**src/rtl/hplc_pkg.sv**
```systemverilog
// ----------------------------------------------------------------------------
// hplc_pkg
// shared types, event codes and character classes for the line command parser
// ----------------------------------------------------------------------------
package hplc_pkg;

    localparam int LINE_PIXELS = 96;

    localparam int CHAR_W      = 8;
    localparam int LINE_W      = 16;
    localparam int OFF_W       = 16;
    localparam int PIX_IDX_W   = 7;
    localparam int COLOR_W     = 16;
    localparam int KIND_W      = 2;
    localparam int OUT_TDATA_W = 48;

    localparam logic [KIND_W-1:0] EV_PIXEL  = 2'd0;
    localparam logic [KIND_W-1:0] EV_START  = 2'd1;
    localparam logic [KIND_W-1:0] EV_END    = 2'd2;
    localparam logic [KIND_W-1:0] EV_RENDER = 2'd3;

    typedef struct packed {
        logic [KIND_W-1:0]    kind;
        logic [LINE_W-1:0]    line_index;
        logic [PIX_IDX_W-1:0] pixel_index;
        logic [COLOR_W-1:0]   pixel_color;
        logic                 run_end;
    } result_t;

    typedef struct packed {
        logic [1:0] count;
        result_t    first;
        result_t    second;
    } step_t;

    function automatic logic is_ws(input logic [CHAR_W-1:0] c);
        return (c == 8'd32) || ((c >= 8'd9) && (c <= 8'd13));
    endfunction

    function automatic logic is_digit(input logic [CHAR_W-1:0] c);
        return (c >= 8'h30) && (c <= 8'h39);
    endfunction

    function automatic logic [3:0] hex_value(input logic [CHAR_W-1:0] c);
        logic [3:0] v;
        v = 4'd0;
        if ((c >= 8'h30) && (c <= 8'h39)) begin
            v = c[3:0];
        end else if ((c >= 8'h41 && c <= 8'h46) || (c >= 8'h61 && c <= 8'h66)) begin
            v = 4'(c[2:0] + 3'd1) + 4'd8;
        end
        return v;
    endfunction

    function automatic logic [CHAR_W-1:0] start_char(input logic [2:0] pos);
        logic [CHAR_W-1:0] ch;
        case (pos)
            3'd0: ch = 8'h53;
            3'd1: ch = 8'h54;
            3'd2: ch = 8'h41;
            3'd3: ch = 8'h52;
            3'd4: ch = 8'h54;
            default: ch = 8'h00;
        endcase
        return ch;
    endfunction

    function automatic logic [CHAR_W-1:0] end_char(input logic [2:0] pos);
        logic [CHAR_W-1:0] ch;
        case (pos)
            3'd0: ch = 8'h45;
            3'd1: ch = 8'h4E;
            3'd2: ch = 8'h44;
            default: ch = 8'h00;
        endcase
        return ch;
    endfunction

endpackage

```
**src/rtl/hplc_parser.sv**
```systemverilog
// ----------------------------------------------------------------------------
// hplc_parser
// per character parse state and the events one character causes
// ----------------------------------------------------------------------------
module hplc_parser
    import hplc_pkg::*;
(
    input  logic              aclk,
    input  logic              aresetn,
    input  logic              step_en,
    input  logic [CHAR_W-1:0] char_in,
    input  logic              is_final,
    output step_t             step_out
);

    localparam logic [3:0] PH_WORD   = 4'd0;
    localparam logic [3:0] PH_WSP    = 4'd1;
    localparam logic [3:0] PH_KSTART = 4'd2;
    localparam logic [3:0] PH_KEND   = 4'd3;
    localparam logic [3:0] PH_LINESP = 4'd4;
    localparam logic [3:0] PH_LINE   = 4'd5;
    localparam logic [3:0] PH_OFFSP  = 4'd6;
    localparam logic [3:0] PH_OFF    = 4'd7;
    localparam logic [3:0] PH_HEXSP  = 4'd8;
    localparam logic [3:0] PH_HEX    = 4'd9;
    localparam logic [3:0] PH_IGNORE = 4'd10;

    localparam logic [OFF_W-1:0] LINE_LIMIT = OFF_W'(LINE_PIXELS);

    logic [3:0]        phase_reg,  phase_next;
    logic [2:0]        kpos_reg,   kpos_next;
    logic [LINE_W-1:0] line_reg,   line_next;
    logic [OFF_W-1:0]  offset_reg, offset_next;
    logic [11:0]       accum_reg,  accum_next;
    logic [1:0]        nib_reg,    nib_next;

    logic              ws;
    logic              dig;
    logic [3:0]        digit;
    logic [3:0]        nib_val;
    logic              do_hex;
    logic              ev_valid;
    logic [KIND_W-1:0] ev_kind;
    logic              render;
    result_t           prim;
    result_t           rend;

    assign ws      = is_ws(char_in);
    assign dig     = is_digit(char_in);
    assign digit   = char_in[3:0];
    assign nib_val = hex_value(char_in);

    always_comb begin
        phase_next  = phase_reg;
        kpos_next   = kpos_reg;
        line_next   = line_reg;
        offset_next = offset_reg;
        accum_next  = accum_reg;
        nib_next    = nib_reg;
        do_hex      = 1'b0;
        ev_valid    = 1'b0;
        ev_kind     = EV_PIXEL;
        unique case (phase_reg)
            PH_WORD: begin
                if (ws) begin
                    phase_next = PH_WSP;
                end
            end
            PH_WSP: begin
                if (!ws) begin
                    if (char_in == start_char(3'd0)) begin
                        phase_next = PH_KSTART;
                        kpos_next  = 3'd1;
                    end else if (char_in == end_char(3'd0)) begin
                        phase_next = PH_KEND;
                        kpos_next  = 3'd1;
                    end else if (char_in == 8'h43) begin
                        phase_next = PH_LINESP;
                    end else begin
                        phase_next = PH_IGNORE;
                    end
                end
            end
            PH_KSTART: begin
                if (kpos_reg < 3'd5 && char_in == start_char(kpos_reg)) begin
                    kpos_next = kpos_reg + 3'd1;
                    if (kpos_reg == 3'd4) begin
                        ev_valid   = 1'b1;
                        ev_kind    = EV_START;
                        phase_next = PH_IGNORE;
                    end
                end else begin
                    phase_next = PH_IGNORE;
                end
            end
            PH_KEND: begin
                if (kpos_reg < 3'd3 && char_in == end_char(kpos_reg)) begin
                    kpos_next = kpos_reg + 3'd1;
                    if (kpos_reg == 3'd2) begin
                        ev_valid   = 1'b1;
                        ev_kind    = EV_END;
                        phase_next = PH_IGNORE;
                    end
                end else begin
                    phase_next = PH_IGNORE;
                end
            end
            PH_LINESP, PH_LINE: begin
                if (dig) begin
                    phase_next = PH_LINE;
                    line_next  = (line_reg << 3) + (line_reg << 1) + LINE_W'(digit);
                end else if (ws) begin
                    phase_next = (phase_reg == PH_LINE) ? PH_OFFSP : PH_LINESP;
                end else begin
                    do_hex = 1'b1;
                end
            end
            PH_OFFSP, PH_OFF: begin
                if (dig) begin
                    phase_next  = PH_OFF;
                    offset_next = (offset_reg << 3) + (offset_reg << 1) + OFF_W'(digit);
                end else if (ws) begin
                    phase_next = (phase_reg == PH_OFF) ? PH_HEXSP : PH_OFFSP;
                end else begin
                    do_hex = 1'b1;
                end
            end
            PH_HEXSP: begin
                if (!ws) begin
                    do_hex = 1'b1;
                end
            end
            PH_HEX: begin
                do_hex = 1'b1;
            end
            default: begin
            end
        endcase

        if (do_hex) begin
            phase_next = PH_HEX;
            if (offset_reg < LINE_LIMIT) begin
                if (nib_reg != 2'd3) begin
                    accum_next = {accum_reg[7:0], nib_val};
                    nib_next   = nib_reg + 2'd1;
                end else begin
                    ev_valid    = 1'b1;
                    ev_kind     = EV_PIXEL;
                    offset_next = offset_reg + OFF_W'(1);
                    accum_next  = 12'd0;
                    nib_next    = 2'd0;
                end
            end
        end

        render = is_final && (phase_next >= PH_LINESP) && (phase_next <= PH_HEX) &&
                 (offset_next >= LINE_LIMIT);
    end

    always_comb begin
        prim.kind        = ev_kind;
        prim.line_index  = '0;
        prim.pixel_index = (ev_kind == EV_PIXEL) ? offset_reg[PIX_IDX_W-1:0] : '0;
        prim.pixel_color = (ev_kind == EV_PIXEL) ? {accum_reg, nib_val} : '0;
        prim.run_end     = !render;

        rend.kind        = EV_RENDER;
        rend.line_index  = line_next;
        rend.pixel_index = '0;
        rend.pixel_color = '0;
        rend.run_end     = 1'b1;

        step_out.count  = 2'(ev_valid) + 2'(render);
        step_out.first  = ev_valid ? prim : rend;
        step_out.second = rend;
    end

    always_ff @(posedge aclk) begin
        if (!aresetn) begin
            phase_reg  <= PH_WORD;
            kpos_reg   <= 3'd0;
            line_reg   <= '0;
            offset_reg <= '0;
            accum_reg  <= '0;
            nib_reg    <= 2'd0;
        end else if (step_en) begin
            if (is_final) begin
                phase_reg  <= PH_WORD;
                kpos_reg   <= 3'd0;
                line_reg   <= '0;
                offset_reg <= '0;
                accum_reg  <= '0;
                nib_reg    <= 2'd0;
            end else begin
                phase_reg  <= phase_next;
                kpos_reg   <= kpos_next;
                line_reg   <= line_next;
                offset_reg <= offset_next;
                accum_reg  <= accum_next;
                nib_reg    <= nib_next;
            end
        end
    end

    a_final_clears: assert property (@(posedge aclk) disable iff (!aresetn)
        step_en && is_final |=> phase_reg == PH_WORD && offset_reg == '0 && nib_reg == 2'd0)
        else $error("parse state not cleared after final word");

    a_pixel_in_range: assert property (@(posedge aclk) disable iff (!aresetn)
        step_en && step_out.count != 2'd0 && step_out.first.kind == EV_PIXEL
        |-> offset_reg < LINE_LIMIT)
        else $error("pixel write past line width");

    a_two_needs_render: assert property (@(posedge aclk) disable iff (!aresetn)
        step_en && step_out.count == 2'd2 |-> is_final && step_out.second.kind == EV_RENDER)
        else $error("two events without render line");

endmodule

```
**src/rtl/hplc_out_buf.sv**
```systemverilog
// ----------------------------------------------------------------------------
// hplc_out_buf
// three word result buffer taking up to two results per cycle while room2 is set
// ----------------------------------------------------------------------------
module hplc_out_buf
    import hplc_pkg::*;
(
    input  logic    aclk,
    input  logic    aresetn,
    input  logic [1:0] push_cnt,
    input  result_t push_first,
    input  result_t push_second,
    input  logic    pop,
    output result_t head,
    output logic    head_valid,
    output logic    room2
);

    logic [1:0] count_reg, count_next;
    result_t    slot_reg [3];
    result_t    slot_next [3];
    logic [1:0] base;
    logic [2:0] src;
    logic [2:0] rel;

    assign base       = count_reg - 2'(pop);
    assign count_next = base + push_cnt;
    assign head       = slot_reg[0];
    assign head_valid = count_reg != 2'd0;
    assign room2      = count_reg <= 2'd1;

    always_comb begin
        for (int i = 0; i < 3; i++) begin
            src          = 3'(i) + 3'(pop);
            rel          = 3'(i) - 3'(base);
            slot_next[i] = slot_reg[i];
            if (src < 3'(count_reg)) begin
                slot_next[i] = (src[1:0] == 2'd0) ? slot_reg[0] :
                               (src[1:0] == 2'd1) ? slot_reg[1] : slot_reg[2];
            end else if (rel == 3'd0 && push_cnt != 2'd0) begin
                slot_next[i] = push_first;
            end else if (rel == 3'd1 && push_cnt == 2'd2) begin
                slot_next[i] = push_second;
            end
        end
    end

    always_ff @(posedge aclk) begin
        if (!aresetn) begin
            count_reg <= 2'd0;
        end else begin
            count_reg <= count_next;
        end
    end

    always_ff @(posedge aclk) begin
        for (int i = 0; i < 3; i++) begin
            slot_reg[i] <= slot_next[i];
        end
    end

    a_no_overflow: assert property (@(posedge aclk) disable iff (!aresetn)
        push_cnt == 2'd2 |-> room2)
        else $error("result buffer overflow");

    a_render_last: assert property (@(posedge aclk) disable iff (!aresetn)
        head_valid && head.kind == EV_RENDER |-> head.run_end)
        else $error("render line not last of run");

    a_clean_fields: assert property (@(posedge aclk) disable iff (!aresetn)
        head_valid && head.kind != EV_PIXEL |-> head.pixel_color == '0 && head.pixel_index == '0)
        else $error("pixel fields set on non pixel event");

endmodule

```
**src/rtl/hex_pixel_line_command_parse_top.sv**
```systemverilog
// ----------------------------------------------------------------------------
// hex_pixel_line_command_parse_top
// streams command text characters in and pixel, image and render events out
// ----------------------------------------------------------------------------
// path: a character accepted on s_axis is held in the input register, and its
//   results are written into the result buffer, whose head drives m_axis
// throughput: one character per cycle while the result buffer holds at most one
//   word; else s_axis_tready stalls while the buffer drains back to one word
// reset: aresetn synchronous active low clears the parse state, the input
//   register valid and the result buffer count
// ----------------------------------------------------------------------------
module hex_pixel_line_command_parse_top
    import hplc_pkg::*;
(
    input  logic                   aclk,
    input  logic                   aresetn,
    input  logic                   s_axis_tvalid,
    output logic                   s_axis_tready,
    input  logic [CHAR_W-1:0]      s_axis_tdata,  // [7:0] char_in
    input  logic                   s_axis_tlast,
    output logic                   m_axis_tvalid,
    input  logic                   m_axis_tready,
    // [1:0] event_kind, [17:2] line_index, [24:18] pixel_index, [40:25] pixel_color
    output logic [OUT_TDATA_W-1:0] m_axis_tdata,
    output logic                   m_axis_tlast
);

    logic              in_vld_reg;
    logic [CHAR_W-1:0] in_char_reg;
    logic              in_final_reg;
    logic              consume;
    logic              room2;
    logic              pop;
    step_t             step;
    result_t           head;
    logic [1:0]        push_cnt;

    assign consume       = in_vld_reg && room2;
    assign s_axis_tready = !in_vld_reg || consume;
    assign pop           = m_axis_tvalid && m_axis_tready;
    assign push_cnt      = consume ? step.count : 2'd0;

    always_ff @(posedge aclk) begin
        if (!aresetn) begin
            in_vld_reg <= 1'b0;
        end else if (s_axis_tready) begin
            in_vld_reg <= s_axis_tvalid;
        end
    end

    always_ff @(posedge aclk) begin
        if (s_axis_tvalid && s_axis_tready) begin
            in_char_reg  <= s_axis_tdata;
            in_final_reg <= s_axis_tlast;
        end
    end

    hplc_parser u_parser (
        .aclk     (aclk),
        .aresetn  (aresetn),
        .step_en  (consume),
        .char_in  (in_char_reg),
        .is_final (in_final_reg),
        .step_out (step)
    );

    hplc_out_buf u_out_buf (
        .aclk        (aclk),
        .aresetn     (aresetn),
        .push_cnt    (push_cnt),
        .push_first  (step.first),
        .push_second (step.second),
        .pop         (pop),
        .head        (head),
        .head_valid  (m_axis_tvalid),
        .room2       (room2)
    );

    assign m_axis_tdata = {7'd0, head.pixel_color, head.pixel_index, head.line_index,
                           head.kind};
    assign m_axis_tlast = head.run_end;

endmodule
```
**config.mk**
```make
export PLATFORM = sky130hd
export DESIGN_NAME = hex_pixel_line_command_parse_top
export DESIGN_NICKNAME = d
export VERILOG_FILES = /design/src/rtl/hplc_pkg.sv /design/src/rtl/hplc_parser.sv /design/src/rtl/hplc_out_buf.sv /design/src/rtl/hex_pixel_line_command_parse_top.sv
export SDC_FILE = /design/constraint.sdc
export NUM_CORES = 1
export LEC_CHECK = 0
export BUFFER_PORTS_ARGS = -buffer_cell sky130_fd_sc_hd__buf_4
export CAP_MARGIN = 25
export CORE_MARGIN = 1.5
export CORE_UTILIZATION = 50
export CTS_BUF_LIST = sky130_fd_sc_hd__clkbuf_8
export DETAILED_ROUTE_END_ITERATION = 12
export GPL_TIMING_DRIVEN = 0
export HOLD_SLACK_MARGIN = 0.05
export PLACE_DENSITY = 0.67
export SYNTH_ARGS = -nofsm -noshare
export SYNTH_HDL_FRONTEND = slang
export SYNTH_HIERARCHICAL = 1
export SYNTH_SLANG_ARGS = --single-unit
```
**constraint.sdc**
```tcl
create_clock -name aclk -period 9.3 [get_ports aclk]
set_input_delay 0.465 -clock aclk [delete_from_list [all_inputs] [get_ports aclk]]
set_output_delay 0.465 -clock aclk [all_outputs]
set_load 0.005 [all_outputs]
```
After elaboration in Yosys (flattened, before gate mapping)
Memories as Yosys holds them, arrays and structs flattened.
Index checks and enable logic that the tools add are counted.
{"block": "totals", "regBits": 65, "mem_bits_rw": 126, "in_bits": 13, "out_inout_bits": 51, "elab_cells": 205, "memories": 1}
{"memory": "u_out_buf.slot_reg", "words": 3, "width": 42, "rd": 3, "rd_ports_with_merged_regs": 0, "wr": 3, "line": "hplc_out_buf.sv:20", "source": "result_t slot_reg [3];"}
{"block": "classes", "n_addsub": 17, "order_cmp": 18, "eq_ne": 30, "mux": 86, "reduce_logical": 43}
{"cell": "$mux W42", "count": 16}
{"cell": "$mux W16", "count": 10}
{"cell": "$mux W4", "count": 18}
{"cell": "$mux W12", "count": 4}
{"cell": "$add A16 B16 Y16", "count": 2}
{"cell": "$add A16 B4 Y16", "count": 2}
{"cell": "$pmux W7 S4", "count": 1}
{"cell": "$eq A8 B7 Y1 const B", "count": 3}
{"cell": "$mux W2", "count": 12}
{"cell": "$pmux W4 S6", "count": 1}
{"cell": "$pmux W7 S3", "count": 1}
{"cell": "$logic_and A1 B1 Y1", "count": 18}
{"cell": "$mux W3", "count": 6}
{"cell": "$add A16 B1 Y16 const B", "count": 1}
{"cell": "$eq A4 B3 Y1 const B", "count": 4}
{"cell": "$eq A8 B8 Y1", "count": 2}
{"cell": "$ge A16 B7 Y1 const B", "count": 1}
{"cell": "$ge A8 B7 Y1 const B", "count": 2}
{"cell": "$le A8 B7 Y1 const B", "count": 2}
{"cell": "$lt A16 B7 Y1 const B", "count": 1}
{"cell": "$mux W8", "count": 2}
{"cell": "$eq A3 B1 Y1 const B", "count": 4}
{"cell": "$logic_not A3 Y1", "count": 4}
{"cell": "$mux W1", "count": 10}
{"cell": "other kinds (49)", "count": 67}

Logic depth before layout (Yosys ltp)
{"block": "depth", "ltp_word": 20, "depth_mapped": 21}

Modules after synthesis
Netlist, hierarchy kept.
{"module": "hplc_out_buf", "n_inst": 1, "cells_each": 547, "area_each_um2": 7195.7, "seq_area_each_um2": 3823.7}
{"module": "hplc_parser", "n_inst": 1, "cells_each": 706, "area_each_um2": 5526.6, "seq_area_each_um2": 1061.0}
{"module": "hex_pixel_line_command_parse_top", "n_inst": 1, "cells_each": 26, "area_each_um2": 412.9, "seq_area_each_um2": 290.3}

Worst setup path before layout
Ideal clock, no wire load.
{"block": "synth_path", "path_type": "register to register", "start": "register, netlist name in_char_reg[3]", "end": "memory u_out_buf/slot_reg[0][100] (netlist bit), enable pin", "setup_ns": 0.510, "t_arrival_ns": 7.181, "required_ns": 8.790, "path_slack_ns": 1.609, "stages_incl_launch_ff": 19, "path_buffers": 2, "path_cell_list": "edfxtp_1 -> buf_2 -> inv_1 -> fa_1 -> inv_1 -> ha_1 -> a21o_1 -> a221o_1 -> o2111a_1 -> o311a_1 -> a21oi_1 -> nand4_1 -> nor4_1 -> a41oi_1 -> ha_1 -> and3_2 -> buf_2 -> nand3b_1 -> a221oi_1"}
{"element": "end: declaration", "line": "hplc_out_buf.sv:20"}

==> metrics.txt <==
Post-CTS Setup Inserts 0; Starting Density roughly half; leakage ~5.8 nW; DRC Markers 0; #FFs+latches synth 191; critical-path cell list buf_2 > inv_1 > fa_1 > inv_1 > ha_1 > a211o_1 > a211oi_1 > a211oi_1 > xor2_1 > mux2i_1 > nand4_1 > nor4_1 > a41oi_1 > ha_1 > and3_2 > buf_2 > o211ai_4 > buf_6 > mux2i_4 > buf_16; post-route clock period utilization 66.9%; Place WS between 2 and 3 ns; final core utilization 56.5%; vias after detailed routing around 10000; Netlist cell types 89; commonest non-fill, non-tap cell in the layout edfxtp_1; max-slew violation count 0; non-filler cells, final between 1500 and 2000; TritonRoute pass-1 iters 6; Worst Path Buf+Inv 6; VDD IR max 0.0000878 V; average via count per standard cell ~5.8; GPL Wtd Cong a little over 0.9; Async S/R FF share, synth 0%; largest cells by area after synthesis edfxtp_1, dfxtp_1, mux2_2; CTS H-tree depth 4; die height ~170 um; Layout Nets about 1500; Final Setup Violations 0; fin crit period ~6.2 ns; clk_skew around 0.027 ns; Area growth, synth to finish 11.4%; Inserted Clock Buffers 17; dpl cells around 1700; CP max stage cell mux2i_4; global route overflow 0; DR WL/cell 19.3 um; share of cells above drive strength 1 roughly a quarter; Post-synth EDFFs approximately 140; # IOs 64; first-pass GRT wire length 52900 um; Avg Cell Area, Syn 10.3 um^2; RSZ-0062 raised after global routing no; antenna-violating nets left 0; critical path type register to register; worst-margin pin slew between 0.9 and 1 ns; Post-DP HPWL 24500 um; hold crit path type input port to register; Rows 59; initial antenna violation count 0; worst endpoint data arrival time 6.41 ns; Clock Sink Count between 150 and 200; top cell type's share of synthesized area between 30% and 40%; Hold WS between 0.15 and 0.2 ns; full die area about 27000 um^2; gr busiest metal met2; most frequent cells in the layout edfxtp_1, buf_4, mux2_2; synth warn 6; slowest stage delay, CP 0.70 ns; final WL between 30000 and 40000 um; Synth Cell Area roughly 13000 um^2; All-Layer GR Usage between 20% and 30%; max_cap viols 0; Worst setup EP type register; Fmax achieved around 160 MHz; Most used DFF post-synth edfxtp_1; vias in the first global route between 9000 and 10000; Final Hold Vio Count 0; Horiz. Die Dim about 170 um; Worst-path clk slew ~0.12 ns; CTS tree done; root buffer selected by CTS clkbuf_8; drt first-iter violations between 900 and 1000; pwr dens about 140 nW/um^2; CTS max path bufs 2; Core Area 25900 um^2; pin count of the biggest net entering global routing 31; post-CTS sizing 0; CP Max Fanout 22; Worst-Skew Late Latency around 0.48 ns; met1 usage in global routing 34.8%; Mapped Cells approximately 1300; max reg flops 126; PortBufs between 50 and 60; element type at the critical path start register; Final Worst Setup Slack between 3 and 4 ns; slew margin rel. between 30% and 40%; Yosys top cell by area edfxtp_1; met3 layer usage reported by global route 3.42%; count of hold-fix buffers inserted at cts 0; status finished clean; CP delay by family, top compound AO/OA/AOI/OAI gates; M2 GR Usage just over 40%; Req. time, crit path 9.49 ns; post-synthesis sequential area ratio between 30% and 40%
[path summary, 6_finish.rpt]
path | startpoint | endpoint | slack, ns | depth (start not counted)
max | in_char_reg[3] | u_out_buf/slot_reg[0][5] | 3.08 | 20
min | s_axis_tdata[4] | in_char_reg[4] | 0.16 | 1
max reg2reg | in_char_reg[3] | u_out_buf/slot_reg[0][5] | 3.08 | 20
min reg2reg | u_parser/accum_reg[9] | u_parser/accum_reg[9] | 0.47 | 2
[layer usage]
layer  routed length, um  vias up
met1               15300     4870
li1                    -     4894
met2               15800      357
met4                 553        0
met5                   0        -
met3                1790       37
[power breakdown]
part / internal [mW] / switching (mW) / total, mW / leakage (nW)
registers: 0.947 / 0.00743 / 0.955 / 1.69
logic: 0.181 / 0.273 / 0.454 / 3.90
clock network: 0.209 / 0.360 / 0.568 / 0.211
[worst register-to-register path, stage by stage, from the launching register on]
cell and delay, ns:
edfxtp_1 0.51, buf_2 0.26, inv_1 0.11, fa_1 0.60
inv_1 0.06, ha_1 0.30, a211o_1 0.32, a211oi_1 0.49
a211oi_1 0.11, xor2_1 0.17, mux2i_1 0.19, nand4_1 0.12
nor4_1 0.32, a41oi_1 0.31, ha_1 0.38, and3_2 0.16
buf_2 0.19, o211ai_4 0.16, buf_6 0.22, mux2i_4 0.70
buf_16 0.25
[cells in the mapped netlist, types with 4 or more instances]
master,n
edfxtp_1,135
mux2_2,89
buf_4,77
o21ai_0,74
ha_1,70
nand3_1,68
dfxtp_1,56
clkbuf_1,55
nor2_1,55
a211oi_1,54
a31oi_1,50
inv_1,47
nand2_1,43
mux2_4,39
and2_1,37
a21oi_1,30
nor2b_1,29
buf_2,21
nor3_1,19
mux2i_1,16
a21boi_0,14
xnor2_1,14
a22oi_1,12
o21a_1,12
o2bb2ai_1,9
a21o_1,8
nor4_1,8
o22ai_1,8
xor2_1,8
nand2b_1,7
or3_1,6
and3_1,5
buf_6,5
o21bai_1,5
a221oi_1,4
clkinv_1,4
fa_1,4
nor3b_1,4
o211ai_1,4
[per-stage QoR]
stage,setup TNS (ns),total power [mW],cell area [um^2]
after global placement,-41.89,1.40,14100
after detailed placement,0,1.42,14200
after global routing,0,2.05,14600
final,0,1.98,14600
after CTS,0,1.98,14600
after floorplan,0,1.29,13200
[layout make-up]
class / count / area (um^2)
Fill cell: 2293 / 11300
Antenna cell: 1 / 2.50
Buffer: 161 / 957
Inverter: 51 / 191
Multi-Input combinational cell: 906 / 6950
Clock inverter: 15 / 184
Timing Repair Buffer: 60 / 510
Tap cell: 335 / 419
Clock buffer: 17 / 234
Sequential cell: 191 / 5170
[cells by family after synthesis]
| kind of cell | Yosys count | synth area share, % |
|---|---|---|
| xor gates and xnor gates | 22 | 1.47 |
| AOI/OAI and AO/OA | 323 | 16.9 |
| adders and majority gates | 74 | 7.28 |
| other | 3 | 0.0857 |
| and+or+nand+nor | 309 | 12.7 |
| buffers and inverters | 212 | 8.74 |
| DFF | 191 | 39.4 |
| muxes | 145 | 13.4 |
No activity file was read; power rests on OpenSTA's default activity.
